==> src/hdl/assert_macros.svh <==
// ----------------------------------------------------------------------------
// Assertion macros
// Shared helpers for the concurrent checks of the gain scheduler.
// ----------------------------------------------------------------------------
`ifndef ASSERT_MACROS_SVH
`define ASSERT_MACROS_SVH

// A property that must hold at every clock edge outside reset.
`define ACGS_ASSERT(label, prop, msg) \
  label: assert property (@(posedge clk) disable iff (!rst_n) (prop)) else $error(msg);

// An implication that must hold at every clock edge outside reset.
`define ACGS_ASSERT_IMP(label, ante, cons, msg) \
  label: assert property (@(posedge clk) disable iff (!rst_n) (ante) |-> (cons)) \
    else $error(msg);

`endif

==> src/hdl/acgs_pkg.sv <==
// ----------------------------------------------------------------------------
// acgs_pkg
// Types, constants and codes shared by the crossfade gain scheduler.
// ----------------------------------------------------------------------------
package acgs_pkg;

  localparam int DEF_MAX_VOICES = 8;
  localparam int RESULT_CAP     = 8;
  localparam int RES_CNT_W      = $clog2(RESULT_CAP + 1);

  localparam logic [15:0] GAIN_ONE      = 16'd32768;
  localparam logic [15:0] GAIN_STEP_RST = 16'd328;

  // Register index codes of the configuration port.
  localparam logic REG_GAIN_STEP = 1'b0;

  typedef enum logic [1:0] {
    REQ_TICK = 2'd0,
    REQ_PLAY = 2'd1,
    REQ_STOP = 2'd2,
    REQ_NONE = 2'd3
  } req_t;

  typedef enum logic [2:0] {
    ACT_RUNNING  = 3'd0,
    ACT_PAUSED   = 3'd1,
    ACT_STARTED  = 3'd2,
    ACT_UPDATED  = 3'd3,
    ACT_REMOVED  = 3'd4,
    ACT_REJECTED = 3'd5,
    ACT_CLEARED  = 3'd6
  } act_t;

  typedef enum logic [3:0] {
    ST_IDLE,
    ST_DECODE,
    ST_NW_RD,
    ST_NW_CK,
    ST_WK_RD,
    ST_WK_PR,
    ST_PL_RD,
    ST_PL_CK,
    ST_PL_NEW,
    ST_SH_RD,
    ST_SH_WR,
    ST_PL_PUT,
    ST_FIN
  } state_t;

  typedef struct packed {
    logic [1:0]  req_type;
    logic [7:0]  buffer_id;
    logic [15:0] volume_factor;
    logic        paused;
    logic        time_advanced;
  } in_item_t;

  typedef struct packed {
    logic [7:0]  voice_buffer_id;
    logic [15:0] effective_gain;
    logic [2:0]  action;
    logic        last;
  } out_item_t;

  typedef struct packed {
    logic [7:0]  buf_id;
    logic [15:0] gain;
    logic [15:0] factor;
  } voice_t;

  // Result handed from the sequencer to the output stage.
  typedef struct packed {
    logic        push;
    logic        last;
    logic [7:0]  buf_id;
    logic [15:0] factor;
    logic [15:0] gain;
    act_t        action;
  } emit_t;

  function automatic logic [15:0] sat_one(input logic [15:0] v);
    return (v > GAIN_ONE) ? GAIN_ONE : v;
  endfunction

endpackage

==> src/hdl/audio_crossfade_gain_scheduler.sv <==
// A fading tick walks the N voices, one read per voice and one write-back per
// surviving voice, before the next input is taken; a play scans the table and,
// on a match, shifts the later voices down; stop, paused and idle ticks only decode.
// One item at a time: no new input is taken until the last one is done; a result
// that cannot leave holds the sequencer.
// Reset: synchronous, active low; clears the voice count, total gain and
// handshake state. The voice table is not cleared, only its count.
// ----------------------------------------------------------------------------
// audio_crossfade_gain_scheduler
// Crossfade gain scheduler for looping audio voices.
// ----------------------------------------------------------------------------
module audio_crossfade_gain_scheduler #(
  parameter int MAX_VOICES = acgs_pkg::DEF_MAX_VOICES
) (
  input  logic                clk,
  input  logic                rst_n,
  input  logic                in_valid,
  output logic                in_ready,
  input  acgs_pkg::in_item_t  in_data,
  output logic                out_valid,
  input  logic                out_ready,
  output acgs_pkg::out_item_t out_data,
  input  logic                cfg_psel,
  input  logic                cfg_penable,
  input  logic                cfg_pwrite,
  input  logic [2:0]          cfg_paddr,
  input  logic [31:0]         cfg_pwdata,
  output logic [31:0]         cfg_prdata,
  output logic                cfg_pready
);
  import acgs_pkg::*;

  localparam int AW = (MAX_VOICES > 1) ? $clog2(MAX_VOICES) : 1;

  logic [15:0]   gain_step;
  logic          wr_en;
  logic [AW-1:0] wr_addr;
  voice_t        wr_data;
  logic [AW-1:0] rd_addr;
  voice_t        rd_data;
  emit_t         emit;
  logic          out_free;

  acgs_cfg u_cfg (
    .clk        (clk),
    .rst_n      (rst_n),
    .cfg_psel   (cfg_psel),
    .cfg_penable(cfg_penable),
    .cfg_pwrite (cfg_pwrite),
    .cfg_paddr  (cfg_paddr),
    .cfg_pwdata (cfg_pwdata),
    .cfg_prdata (cfg_prdata),
    .cfg_pready (cfg_pready),
    .gain_step  (gain_step)
  );

  acgs_voice_mem #(.MAX_VOICES(MAX_VOICES)) u_mem (
    .clk    (clk),
    .wr_en  (wr_en),
    .wr_addr(wr_addr),
    .wr_data(wr_data),
    .rd_addr(rd_addr),
    .rd_data(rd_data)
  );

  acgs_ctrl #(.MAX_VOICES(MAX_VOICES)) u_ctrl (
    .clk      (clk),
    .rst_n    (rst_n),
    .in_valid (in_valid),
    .in_ready (in_ready),
    .in_data  (in_data),
    .gain_step(gain_step),
    .wr_en    (wr_en),
    .wr_addr  (wr_addr),
    .wr_data  (wr_data),
    .rd_addr  (rd_addr),
    .rd_data  (rd_data),
    .emit     (emit),
    .out_free (out_free)
  );

  acgs_out u_out (
    .clk      (clk),
    .rst_n    (rst_n),
    .emit     (emit),
    .out_free (out_free),
    .out_valid(out_valid),
    .out_ready(out_ready),
    .out_data (out_data)
  );

endmodule

==> src/hdl/acgs_voice_mem.sv <==
// ----------------------------------------------------------------------------
// acgs_voice_mem
// Voice table: one write port, one read port with registered read data.
// ----------------------------------------------------------------------------
module acgs_voice_mem #(
  parameter int MAX_VOICES = acgs_pkg::DEF_MAX_VOICES,
  localparam int AW = (MAX_VOICES > 1) ? $clog2(MAX_VOICES) : 1
) (
  input  logic             clk,
  input  logic             wr_en,
  input  logic [AW-1:0]    wr_addr,
  input  acgs_pkg::voice_t wr_data,
  input  logic [AW-1:0]    rd_addr,
  output acgs_pkg::voice_t rd_data
);
  import acgs_pkg::*;

  voice_t mem [MAX_VOICES];
  voice_t rd_data_r;

  always_ff @(posedge clk) begin
    if (wr_en) begin
      mem[wr_addr] <= wr_data;
    end
  end

  always_ff @(posedge clk) begin
    rd_data_r <= mem[rd_addr];
  end

  assign rd_data = rd_data_r;

endmodule

==> src/hdl/acgs_cfg.sv <==
// ----------------------------------------------------------------------------
// acgs_cfg
// Configuration register file behind the APB-style port.
// ----------------------------------------------------------------------------
module acgs_cfg (
  input  logic        clk,
  input  logic        rst_n,
  input  logic        cfg_psel,
  input  logic        cfg_penable,
  input  logic        cfg_pwrite,
  input  logic [2:0]  cfg_paddr,
  input  logic [31:0] cfg_pwdata,
  output logic [31:0] cfg_prdata,
  output logic        cfg_pready,
  output logic [15:0] gain_step
);
  import acgs_pkg::*;

  logic [15:0] gain_step_r;
  logic        sel_step;

  assign sel_step = (cfg_paddr[2] == REG_GAIN_STEP) && (cfg_paddr[1:0] == 2'b00);

  always_ff @(posedge clk) begin
    if (!rst_n) begin
      gain_step_r <= GAIN_STEP_RST;
    end else if (cfg_psel && cfg_penable && cfg_pwrite && sel_step) begin
      gain_step_r <= cfg_pwdata[15:0];
    end
  end

  assign cfg_prdata = sel_step ? {16'b0, gain_step_r} : 32'b0;
  assign cfg_pready = 1'b1;
  assign gain_step  = gain_step_r;

endmodule

==> src/hdl/acgs_out.sv <==
// ----------------------------------------------------------------------------
// acgs_out
// Result register: scales the fade gain by the volume factor.
// ----------------------------------------------------------------------------
`include "assert_macros.svh"

module acgs_out (
  input  logic                clk,
  input  logic                rst_n,
  input  acgs_pkg::emit_t     emit,
  output logic                out_free,
  output logic                out_valid,
  input  logic                out_ready,
  output acgs_pkg::out_item_t out_data
);
  import acgs_pkg::*;

  logic        out_valid_r;
  out_item_t   out_data_r;
  logic [31:0] prod;
  logic [31:0] rounded;

  // Q1.15 product, rounded to nearest with ties up.
  assign prod    = 32'(emit.factor) * 32'(emit.gain);
  assign rounded = prod + 32'd16384;

  always_ff @(posedge clk) begin
    if (!rst_n) begin
      out_valid_r <= 1'b0;
    end else if (emit.push) begin
      out_valid_r <= 1'b1;
    end else if (out_ready) begin
      out_valid_r <= 1'b0;
    end
  end

  always_ff @(posedge clk) begin
    if (emit.push) begin
      out_data_r.voice_buffer_id <= emit.buf_id;
      out_data_r.effective_gain  <= rounded[30:15];
      out_data_r.action          <= emit.action;
      out_data_r.last            <= emit.last;
    end
  end

  assign out_free  = !out_valid_r || out_ready;
  assign out_valid = out_valid_r;
  assign out_data  = out_data_r;

  `ACGS_ASSERT_IMP(a_push_free, emit.push, out_free, "result pushed over a pending transfer")

endmodule

==> src/hdl/acgs_ctrl.sv <==
// ----------------------------------------------------------------------------
// acgs_ctrl
// Request sequencer: walks the voice table through read-modify-write passes.
// ----------------------------------------------------------------------------
`include "assert_macros.svh"

module acgs_ctrl #(
  parameter int MAX_VOICES = acgs_pkg::DEF_MAX_VOICES,
  localparam int AW = (MAX_VOICES > 1) ? $clog2(MAX_VOICES) : 1,
  localparam int CW = $clog2(MAX_VOICES + 1)
) (
  input  logic               clk,
  input  logic               rst_n,
  input  logic               in_valid,
  output logic               in_ready,
  input  acgs_pkg::in_item_t in_data,
  input  logic [15:0]        gain_step,
  output logic               wr_en,
  output logic [AW-1:0]      wr_addr,
  output acgs_pkg::voice_t   wr_data,
  output logic [AW-1:0]      rd_addr,
  input  acgs_pkg::voice_t   rd_data,
  output acgs_pkg::emit_t    emit,
  input  logic               out_free
);
  import acgs_pkg::*;

  state_t               state_r, state_nxt;
  in_item_t             item_r;
  logic [CW-1:0]        cnt_r, cnt_nxt;
  logic [16:0]          total_r, total_nxt;
  logic [CW-1:0]        idx_r, idx_nxt;
  logic [CW-1:0]        w_r, w_nxt;
  logic [15:0]          g_r, g_nxt;
  logic [15:0]          old_r, old_nxt;
  logic signed [18:0]   d1_r, d1_nxt;
  logic signed [18:0]   tot_r, tot_nxt;
  logic [15:0]          pg_r, pg_nxt;
  emit_t                hold_r, hold_nxt;
  logic                 hold_v_r, hold_v_nxt;
  logic [RES_CNT_W-1:0] n_r, n_nxt;

  // Result request from the current state.
  logic        want;
  logic [7:0]  e_buf;
  logic [15:0] e_fac;
  logic [15:0] e_gain;
  act_t        e_act;
  logic        progress;

  // Walk arithmetic.
  logic [15:0]        fac_sat;
  logic [15:0]        step_sat;
  logic [16:0]        gsum;
  logic [15:0]        g_new;
  logic [CW-1:0]      nw;
  logic               is_nw;
  logic signed [18:0] cur;
  logic [15:0]        prev_gain;
  logic signed [18:0] excess;
  logic signed [18:0] red;
  logic signed [18:0] cur_new;
  logic               removed;

  assign fac_sat   = sat_one(item_r.volume_factor);
  assign step_sat  = sat_one(gain_step);
  assign nw        = cnt_r - CW'(1);
  assign gsum      = {1'b0, rd_data.gain} + {1'b0, step_sat};
  assign g_new     = (gsum > {1'b0, GAIN_ONE}) ? GAIN_ONE : gsum[15:0];
  assign is_nw     = (idx_r == nw);
  assign prev_gain = is_nw ? old_r : rd_data.gain;
  assign cur       = is_nw ? 19'(g_r) : 19'(rd_data.gain);
  assign excess    = tot_r - 19'sd32768;

  always_comb begin
    red = cur;
    if (d1_r < red) red = d1_r;
    if (excess < red) red = excess;
    if (excess == 19'sd0) red = 19'sd0;
  end

  assign cur_new = cur - red;
  assign removed = (excess != 19'sd0) && (cur_new == 19'sd0);

  always_ff @(posedge clk) begin
    if (!rst_n) begin
      state_r  <= ST_IDLE;
      cnt_r    <= '0;
      total_r  <= '0;
      hold_v_r <= 1'b0;
      n_r      <= '0;
    end else begin
      state_r  <= state_nxt;
      cnt_r    <= cnt_nxt;
      total_r  <= total_nxt;
      hold_v_r <= hold_v_nxt;
      n_r      <= n_nxt;
    end
  end

  always_ff @(posedge clk) begin
    if (in_valid && in_ready) begin
      item_r <= in_data;
    end
    idx_r  <= idx_nxt;
    w_r    <= w_nxt;
    g_r    <= g_nxt;
    old_r  <= old_nxt;
    d1_r   <= d1_nxt;
    tot_r  <= tot_nxt;
    pg_r   <= pg_nxt;
    hold_r <= hold_nxt;
  end

  always_comb begin
    state_nxt = state_r;
    cnt_nxt   = cnt_r;
    total_nxt = total_r;
    idx_nxt   = idx_r;
    w_nxt     = w_r;
    g_nxt     = g_r;
    old_nxt   = old_r;
    d1_nxt    = d1_r;
    tot_nxt   = tot_r;
    pg_nxt    = pg_r;
    in_ready  = 1'b0;
    rd_addr   = idx_r[AW-1:0];
    wr_en     = 1'b0;
    wr_addr   = w_r[AW-1:0];
    wr_data   = rd_data;
    want      = 1'b0;
    e_buf     = '0;
    e_fac     = '0;
    e_gain    = '0;
    e_act     = ACT_RUNNING;

    // A result may stall the step only when the held one cannot leave.
    progress  = 1'b1;

    case (state_r)
      ST_IDLE: begin
        in_ready = 1'b1;
        if (in_valid) state_nxt = ST_DECODE;
      end
      ST_DECODE: begin
        case (item_r.req_type)
          REQ_TICK: begin
            if (item_r.paused) begin
              want      = 1'b1;
              e_act     = ACT_PAUSED;
              state_nxt = ST_FIN;
            end else if (item_r.time_advanced && (cnt_r != '0)) begin
              state_nxt = ST_NW_RD;
            end else begin
              state_nxt = ST_FIN;
            end
          end
          REQ_PLAY: begin
            idx_nxt   = '0;
            state_nxt = ST_PL_RD;
          end
          REQ_STOP: begin
            want      = 1'b1;
            e_act     = ACT_CLEARED;
            cnt_nxt   = '0;
            total_nxt = '0;
            state_nxt = ST_FIN;
          end
          default: state_nxt = ST_FIN;
        endcase
      end
      ST_NW_RD: begin
        rd_addr   = nw[AW-1:0];
        state_nxt = ST_NW_CK;
      end
      ST_NW_CK: begin
        rd_addr   = nw[AW-1:0];
        old_nxt   = rd_data.gain;
        g_nxt     = g_new;
        d1_nxt    = 19'(g_new) - 19'(rd_data.gain);
        tot_nxt   = 19'(total_r) + 19'(g_new) - 19'(rd_data.gain);
        idx_nxt   = '0;
        w_nxt     = '0;
        state_nxt = ST_WK_RD;
      end
      ST_WK_RD: begin
        if (idx_r == cnt_r) begin
          cnt_nxt   = w_r;
          total_nxt = tot_r[16:0];
          state_nxt = ST_FIN;
        end else begin
          state_nxt = ST_WK_PR;
        end
      end
      ST_WK_PR: begin
        if (removed) begin
          want  = 1'b1;
          e_buf = rd_data.buf_id;
          e_act = ACT_REMOVED;
        end else if (cur_new[15:0] != prev_gain) begin
          want   = 1'b1;
          e_buf  = rd_data.buf_id;
          e_fac  = rd_data.factor;
          e_gain = cur_new[15:0];
        end
        progress = !want || (n_r >= RES_CNT_W'(RESULT_CAP)) || !hold_v_r || out_free;
        if (progress) begin
          // Survivors are packed toward the oldest end as the walk goes.
          wr_en          = !removed;
          wr_data.buf_id = rd_data.buf_id;
          wr_data.gain   = cur_new[15:0];
          wr_data.factor = rd_data.factor;
          if (!removed) w_nxt = w_r + CW'(1);
          tot_nxt   = tot_r - red;
          idx_nxt   = idx_r + CW'(1);
          state_nxt = ST_WK_RD;
        end
      end
      ST_PL_RD: begin
        state_nxt = (idx_r == cnt_r) ? ST_PL_NEW : ST_PL_CK;
      end
      ST_PL_CK: begin
        if (rd_data.buf_id == item_r.buffer_id) begin
          pg_nxt    = rd_data.gain;
          state_nxt = ST_SH_RD;
        end else begin
          idx_nxt   = idx_r + CW'(1);
          state_nxt = ST_PL_RD;
        end
      end
      ST_PL_NEW: begin
        want  = 1'b1;
        e_buf = item_r.buffer_id;
        if (cnt_r >= CW'(MAX_VOICES)) begin
          e_act = ACT_REJECTED;
        end else begin
          e_act          = ACT_STARTED;
          wr_en          = 1'b1;
          wr_addr        = cnt_r[AW-1:0];
          wr_data.buf_id = item_r.buffer_id;
          wr_data.gain   = '0;
          wr_data.factor = fac_sat;
          cnt_nxt        = cnt_r + CW'(1);
        end
        state_nxt = ST_FIN;
      end
      ST_SH_RD: begin
        if ((idx_r + CW'(1)) < cnt_r) begin
          rd_addr   = idx_r[AW-1:0] + AW'(1);
          state_nxt = ST_SH_WR;
        end else begin
          state_nxt = ST_PL_PUT;
        end
      end
      ST_SH_WR: begin
        wr_en     = 1'b1;
        wr_addr   = idx_r[AW-1:0];
        idx_nxt   = idx_r + CW'(1);
        state_nxt = ST_SH_RD;
      end
      ST_PL_PUT: begin
        wr_en          = 1'b1;
        wr_addr        = nw[AW-1:0];
        wr_data.buf_id = item_r.buffer_id;
        wr_data.gain   = pg_r;
        wr_data.factor = fac_sat;
        want           = 1'b1;
        e_buf          = item_r.buffer_id;
        e_fac          = fac_sat;
        e_gain         = pg_r;
        e_act          = ACT_UPDATED;
        state_nxt      = ST_FIN;
      end
      ST_FIN: begin
        progress = !hold_v_r || out_free;
        if (progress) state_nxt = ST_IDLE;
      end
      default: state_nxt = ST_IDLE;
    endcase
  end

  // Result holding: the previous result leaves once the next one is known,
  // so the final one can carry the last flag.
  always_comb begin
    hold_nxt   = hold_r;
    hold_v_nxt = hold_v_r;
    n_nxt      = n_r;
    emit       = hold_r;
    emit.push  = 1'b0;
    emit.last  = 1'b0;
    if (state_r == ST_IDLE) begin
      n_nxt = '0;
    end
    if (state_r == ST_FIN) begin
      if (hold_v_r && out_free) begin
        emit.push  = 1'b1;
        emit.last  = 1'b1;
        hold_v_nxt = 1'b0;
      end
    end else if (want && progress && (n_r < RES_CNT_W'(RESULT_CAP))) begin
      if (hold_v_r) emit.push = 1'b1;
      hold_nxt.buf_id = e_buf;
      hold_nxt.factor = e_fac;
      hold_nxt.gain   = e_gain;
      hold_nxt.action = e_act;
      hold_nxt.push   = 1'b0;
      hold_nxt.last   = 1'b0;
      hold_v_nxt      = 1'b1;
      n_nxt           = n_r + RES_CNT_W'(1);
    end
  end

  `ACGS_ASSERT(a_cnt_max, cnt_r <= CW'(MAX_VOICES), "voice count beyond table size")
  `ACGS_ASSERT_IMP(a_idle_empty, state_r == ST_IDLE, !hold_v_r, "result held while idle")
  `ACGS_ASSERT_IMP(a_pack_order, wr_en && state_r == ST_WK_PR, w_r <= idx_r,
                   "packed write ahead of walk")

endmodule
==> config.mk <==
export PLATFORM = sky130hd
export DESIGN_NAME = audio_crossfade_gain_scheduler
export DESIGN_NICKNAME = d
export VERILOG_FILES = /design/src/hdl/acgs_pkg.sv /design/src/hdl/audio_crossfade_gain_scheduler.sv /design/src/hdl/acgs_voice_mem.sv /design/src/hdl/acgs_cfg.sv /design/src/hdl/acgs_out.sv /design/src/hdl/acgs_ctrl.sv
export VERILOG_INCLUDE_DIRS = /design/src /design/src/hdl
export SDC_FILE = /design/constraint.sdc
export NUM_CORES = 2
export LEC_CHECK = 0
export BUFFER_PORTS_ARGS = -buffer_cell sky130_fd_sc_hd__buf_2
export CAP_MARGIN = 25
export CORE_UTILIZATION = 60
export DETAILED_ROUTE_END_ITERATION = 10
export PLACE_DENSITY = 0.77
export REMOVE_ABC_BUFFERS = 1
export SLEW_MARGIN = 20
export SYNTH_ARGS = -nofsm -noshare
export SYNTH_HDL_FRONTEND = slang
export SYNTH_HIERARCHICAL = 1
export SYNTH_SLANG_ARGS = --single-unit
==> constraint.sdc <==
create_clock -name clk -period 19.87 [get_ports clk]
set_input_delay 0 -clock clk [delete_from_list [all_inputs] [get_ports clk]]
set_output_delay 0 -clock clk [all_outputs]
set_load 0.03 [all_outputs]
==> After elaboration in Yosys (flattened, before gate mapping) <==
Memory sizes are Yosys's and may differ from the RTL's. A register that Yosys moved wholly into a read port is not among the register bits.
Cells that the tools add are included.
{ "op_classes": {"addsub": 14, "mul": 1, "n_lt_le_gt_ge": 9, "n_eq_ne": 28, "muxes": 82, "bitwise_logic": 2, "reduce_logical": 44} }
{ "ops": {"columns": ["op", "n"], "rows": [
  ["two-way mux 16 bit", 10],
  ["one-hot mux 40 bit (3 select lines)", 1],
  ["two-way mux 19 bit", 4],
  ["two-way mux 4 bit", 19],
  ["one-hot mux 16 bit (2 select lines)", 2],
  ["one-hot mux 4 bit (12 select lines)", 1],
  ["two-way mux 40 bit", 1],
  ["zero test 19 bit", 2],
  ["< comparator 19 bit", 2],
  ["one-hot mux 19 bit (2 select lines)", 1],
  ["subtractor 19 bit", 2],
  ["two-way mux 17 bit", 2],
  ["one-hot mux 17 bit (2 select lines)", 1],
  ["> comparator 16 bit (second input constant)", 2],
  ["two-way mux 32 bit", 1],
  ["adder 31 x 15 -> 31 bit (second input constant)", 1],
  ["multiplier 16 x 16 -> 31 bit", 1],
  ["== test 4 bit (second input constant)", 5],
  ["one-hot mux 4 bit (5 select lines)", 1],
  ["two-way mux 1 bit", 19],
  ["nonzero test 19 bit", 1],
  ["subtractor 19 x 16 -> 19 bit", 1],
  ["subtractor 19 x 17 -> 19 bit (second input constant)", 1],
  ["adder 17 x 16 -> 18 bit", 1],
  ["44 further kinds", 98]
]} }
{ "totals": {"register_bits": 240, "ram_bits": 320, "inputBits": 70, "output_inout_bits": 63, "wordCells": 208, "memories": 1} }
{ "memory_table": {"columns": ["name", "words", "width", "rd", "rd_ports_with_merged_regs", "write_ports", "line_no", "source"], "rows": [
  ["u_mem.mem", 8, 40, 1, 1, 1, "acgs_voice_mem.sv:18", "voice_t mem [MAX_VOICES];"]
]} }

==> Depth between registers and ports, before layout <==
{ "logic_depth": {"depth_word": 23, "ltp_mapped": 54, "ltp_nobuf": 46} }

==> Cells and area by module <==
Netlist, hierarchy kept.
{ "modules_own_cells": {"columns": ["mod", "instances", "cells_each", "area_each_um2"], "rows": [
  ["acgs_ctrl", 1, 1618, 14971.9],
  ["acgs_voice_mem", 1, 515, 13171.4],
  ["acgs_out", 1, 961, 9097.5],
  ["acgs_cfg", 1, 109, 925.9]
]} }

==> Worst setup path before layout <==
No wires, ideal clock.
{ "synth_timing": {"path_type": "flip-flop to flip-flop", "start": "register u_ctrl.cnt_r[0]", "end": "memory u_mem/mem[0][0] in the netlist's numbering, enable pin", "arrival_ns": 13.470, "setup_slack_ns": 5.913, "stages_incl_launch_ff": 53, "path_buffers": 8, "period_less_slack_ns": 13.957, "cell_sequence": "dfxtp_1 > inv_1 > ha_1 > xor2_1 > and3_4 > and2_4 > buf_6 > buf_2 > buf_2 > buf_1 > a21oi_1 > ha_1 > a21o_1 > a21o_1 > a21o_1 > a21o_1 > a21o_1 > a21o_1 > [... 17 more ...] > buf_1 > buf_1 > mux2i_1 > nand2_1 > ha_1 > nor2b_1 > o21bai_1 > a31oi_1 > o311a_1 > nor4b_1 > o21a_1 > o21ai_0 > nor4b_4 > nand2_1 > a21o_1 > o21ai_0 > nand2b_1 > nor3_1"} }
{ "synth_between": {"elab_chain_cells": 21, "elab_cells_between_ends": 29, "classes_between": "2 x add/sub; 3 x order compare; 2 x eq/ne; 15 x mux; 7 x reduce/logical"} }
{ "synth_rtl": {"columns": ["item", "line_no", "source"], "rows": [
  ["from (decl)", "acgs_ctrl.sv:30", "logic [CW-1:0] cnt_r, cnt_nxt;"],
  ["from (signal assigned)", "acgs_ctrl.sv:94", "cnt_r <= cnt_nxt;"],
  ["subtractor 4 x 1 -> 4 bit", "acgs_ctrl.sv:67", "assign nw = cnt_r - CW'(1);"],
  ["== test 4 bit", "acgs_ctrl.sv:70", "assign is_nw = (idx_r == nw);"],
  ["two-way mux 16 bit", "acgs_ctrl.sv:72", "assign cur = is_nw ? 19'(g_r) : 19'(rd_data.gain);"],
  ["< comparator 19 bit", "acgs_ctrl.sv:77", "if (d1_r < red) red = d1_r;"],
  ["two-way mux 19 bit", "acgs_ctrl.sv:77", null],
  ["< comparator 19 bit", "acgs_ctrl.sv:78", "if (excess < red) red = excess;"],
  ["two-way mux 19 bit", "acgs_ctrl.sv:78", null],
  ["two-way mux 19 bit", "acgs_ctrl.sv:79", "if (excess == 19'sd0) red = 19'sd0;"],
  ["[... 4 more ...]", null, null],
  ["two-way mux 1 bit", "acgs_ctrl.sv:140", "case (state_r)"],
  ["zero test 1 bit", "acgs_ctrl.sv:206", "progress = !want || (n_r >= RES_CNT_W'(RESULT_CAP)) || !hold_v_r || out_free;"],
  ["logical OR 1 bit (3 in a row)", "acgs_ctrl.sv:206", null],
  ["two-way mux 1 bit", "acgs_ctrl.sv:207", "if (progress) begin"],
  ["one-hot mux 1 bit (3 select lines) *", "acgs_ctrl.sv:140", null],
  ["named net wr_en", "audio_crossfade_gain_scheduler.sv:36", "logic wr_en;"],
  ["two-way mux 1 bit *", "acgs_voice_mem.sv:22", "if (wr_en) begin"],
  ["two-way mux 1 bit (not written as such) *", "acgs_voice_mem.sv:23", "mem[wr_addr] <= wr_data;"],
  ["to (decl)", "acgs_voice_mem.sv:18", null]
]} }
Mark *: on every way through the listed nets, which the timed path passes. The rest lies on a longest branch. The select of a mux whose other input is x is not followed.

==> Worst setup path after layout <==
{ "layout_timing": {"start": "register u_ctrl.cnt_r[0]", "end": "memory u_mem/mem[0][8] in the netlist's numbering, enable pin"} }
The elaborated chain is that of the path after synthesis.

==> metrics.md <==
| Metric | Value |
|---|---|
| Die Ht | ~250 microns |
| Worst-case reg-to-reg path depth | 46 |
| Hold Crit Class | primary input to flop |
| DP HPWL | ~65 mm |
| Final-report max-slew violation count | 0 |
| Design area | ~42000 sq um |
| CTS Root Buffer Type | clkbuf_16 |
| Seq/Total Area, Yosys | 0.4477 |
| Multiplexer share of the synthesized area | 0.07694 |
| WP buf/inv | 4 |
| Die area | ~65000 sq um |
| Starting DRT DRC Count | between 2000 and 2500 |
| WL/cell | ~23 microns |
| Share of cells above drive strength 1 | 0.09755 |
| Crit path top cell by count | a21o_1 |
| Worst-margin pin slew | around 1.1 ns |
| Achievable clock frequency | 70.44 MHz |
| Port Buf Inserts | about 100 |
| Worst Path Required | about 20 ns |
| Post-route DRC | 0 |
| Cell area after synthesis | roughly 38000 sq um |
| Critical Path Stages | between 40 and 50 |
| H-tree depth | 2 |
| Gr usage total | 0.3017 |
| Final setup vio count | 0 |
| Ys Warns | 6 |
| Syn-to-layout area delta | 10.55% |
| Worst hold stages | 4 |
| Initial Util | 0.6062 |
| Fin nets | 3865 |
| Max_cap viols | 0 |
| Via total after detailed routing | roughly 26000 |
| Post-synth EDFFs | just over 500 |
| DP Area | 39400 sq um |
| Synth Area in Simple Gates | 0.1118 |
| Initial antenna violation count | 0 |
| Max_slew headroom | 0.2320 |
| Critical Path AT | about 14 ns |
| Setup_tns | 0 ns |
| Top Family by Delay on Critical Path | compound AO/OA/AOI/OAI gates |
| Critical path peak fanout | 40 |
| Startpoint Class | flop |
| Setup CP Type | flop to flop |
| Largest family of logic cells by synthesized area | adder cells |
| Sink Count | 598 |
| Worst-path clk slew | ~0.060 ns |
| Post-synthesis async set-or-reset flop share | 0 |
| Post-Route Skew | between 0.03 and 0.04 ns |
| Ys flop type | edfxtp_1 |
| Critical Path Sink Type | flop |
| Core area | 62970 sq um |
| First-pass GRT wire length | approximately 150 mm |
| Total grt overflow | 0 |
| Min Clock Period, post-route | 14.20 ns |
| Clk Latency, worst-skew pair | between 0.6 and 0.7 ns |
| Via/cell ratio | between 6 and 7 |
| Synth area leader | edfxtp_1 |
| Netlist cell types | between 90 and 100 |
| Top post-synthesis cells by area | edfxtp_1 (40%), fa_1 (11%), ha_1 (7.8%) |
| Top-count cell post-synth | edfxtp_1 |
| Slowest Stage Delay on Critical Path | 0.79 ns |
| Syn Inst Count | 3203 |
| Post-route ant nets | 0 |
| Top Ports | approximately 130 |
| Period utilization | 0.7144 |
| Compound-Gate Fraction of Synth Area | 0.08796 |
| Total wire length | 96.73 mm |
| FF+latch count, synth | roughly 600 |
| Final Hold Vio Count | 0 |
| Hold Slack | 0.05399 ns |
| Worst path slowest cell | nand4_2 |
| Vias in the first global route | between 20000 and 30000 |
| Pre-Repair DR Iteration Count | 6 |
| Quantity of gates resized following cts | 0 |
| RSZ-0062 raised after global routing | false |
| Largest net degree at the start of global routing | 81 |
| Synth top area share | 0.4020 |
| Row cnt | a little over 90 |
| Chip width | roughly 250 microns |
| Gpl congestion | roughly 0.96 |
| Postcts setup bufs | 0 |
| CTS tree | yes |
| Outcome | complete, no violations |
| Num CTS Buffers | between 50 and 60 |
| Clock tree buffer depth | 3 |
| Most frequent cells after synthesis | edfxtp_1 (511), inv_1 (404), nand2_1 (303) |
| Final Core Density | 0.6701 |
| Syn avg cell area | between 10 and 15 sq um |
| Synth Area in XOR/XNOR | 0.02724 |
| Area share of fa/ha/maj cells after synthesis | 0.1901 |
## per-layer routing
metal	wire length, microns	vias up	share of wire	global-route usage
met5	0	-	0	0
met4	3206	0	0.033	0.1072
met3	6469	227	0.067	0.03909
met2	47700	1168	0.49	0.5097
met1	39350	12940	0.41	0.4027
li1	-	11530	-	-
## worst paths after layout
path,start,to,slack [ns]
setup / recovery,u_ctrl/cnt_r[0]$_SDFFE_PN0P_,u_mem/mem[0][8]$_DFFE_PP_,5.67
hold / removal,cfg_paddr[2],u_cfg/gain_step[11]$_SDFFE_PN0P_,0.05
setup reg to reg,u_ctrl/cnt_r[0]$_SDFFE_PN0P_,u_mem/mem[0][8]$_DFFE_PP_,5.67
hold reg to reg,u_ctrl/emit[40]$_DFFE_PP_,u_out/out_data[25]$_DFFE_PP_,0.42
## registers in the layout (all words and copies together) (netlist names), 16 cells and up
name,count
u_mem/mem,320
u_ctrl/emit,43
u_mem/rd_data,40
u_ctrl/item_r,28
u_out/out_data,28
u_ctrl/tot_r,19
u_ctrl/d1_r,17
u_ctrl/total_r,17
u_cfg/gain_step,16
u_ctrl/g_r,16
u_ctrl/old_r,16
u_ctrl/pg_r,16
## worst min-delay path, delay by kind of cell
| family | cells | cell delay, ns |
|---|---|---|
| multiplexers | 1 | 0.15 |
| AND/OR/NAND/NOR | 2 | 0.38 |
| buffers and inverters | 1 | 0.09 |
## what timing repair did
| action | CTS | global route |
|---|---|---|
| hold buffers | 72 | 0 |
| hold endpoints to repair | 55 | 0 |
| setup endpoints to repair | 0 | 0 |
## layout by cell type, fill, tap and decap left out, types with 16 or more instances in the layout
master         Yosys  final
edfxtp_1         511    511
inv_1            404    403
nand2_1          303    303
ha_1             239    239
fa_1             213    213
and2_1           170    170
a21oi_1          136    134
nor2_1           121    114
buf_2             11     99
dfxtp_1           87     87
mux4_1            80     80
o21ai_0           79     76
dlygate4sd3_1      0     72
xnor2_1           72     72
clkbuf_16          0     60
a21o_1            57     57
nor2b_1           50     50
mux2_2            43     43
nand3_1           41     41
xor2_1            39     39
mux2i_1           35     35
nor3_1            36     33
nand2b_1          33     33
buf_4             20     28
a22o_1            24     24
a22oi_1           20     20
a221o_1           20     19
conb_1             2     17
nand4_1           17     17
o21a_1            16     16
## logic make-up (layout without fill, tap and decap cells)
group / Yosys count / in the layout
simple gates: 852 / 852
flops: 598 / 598
buf+inv: 541 / 716
compound gates: 486 / 486
fa+ha+maj: 452 / 452
mux: 158 / 158
xor+xnor: 114 / 114
other cells: 2 / 18
## through the flow
step                instances  setup WS, ns
finish                   4240         5.674
global route             4239         4.955
CTS                      4238         5.771
detailed placement       4055         5.934
global placement         4052         5.847
floorplan                3081         6.608
## layout make-up
cell class	count	area [sq um]
diodes	1	2.502
clock buffers	76	1612
clock inverters	35	439.2
fillers	4458	20770
inverters	404	1516
multi-input cells	2079	19010
flip-flops and latches	598	17090
well taps	846	1059
repair buffers	201	1466
Power is left out: the tool's default activity adds up to more than one toggle a clock period on the data nets, which glitch-free logic cannot reach.
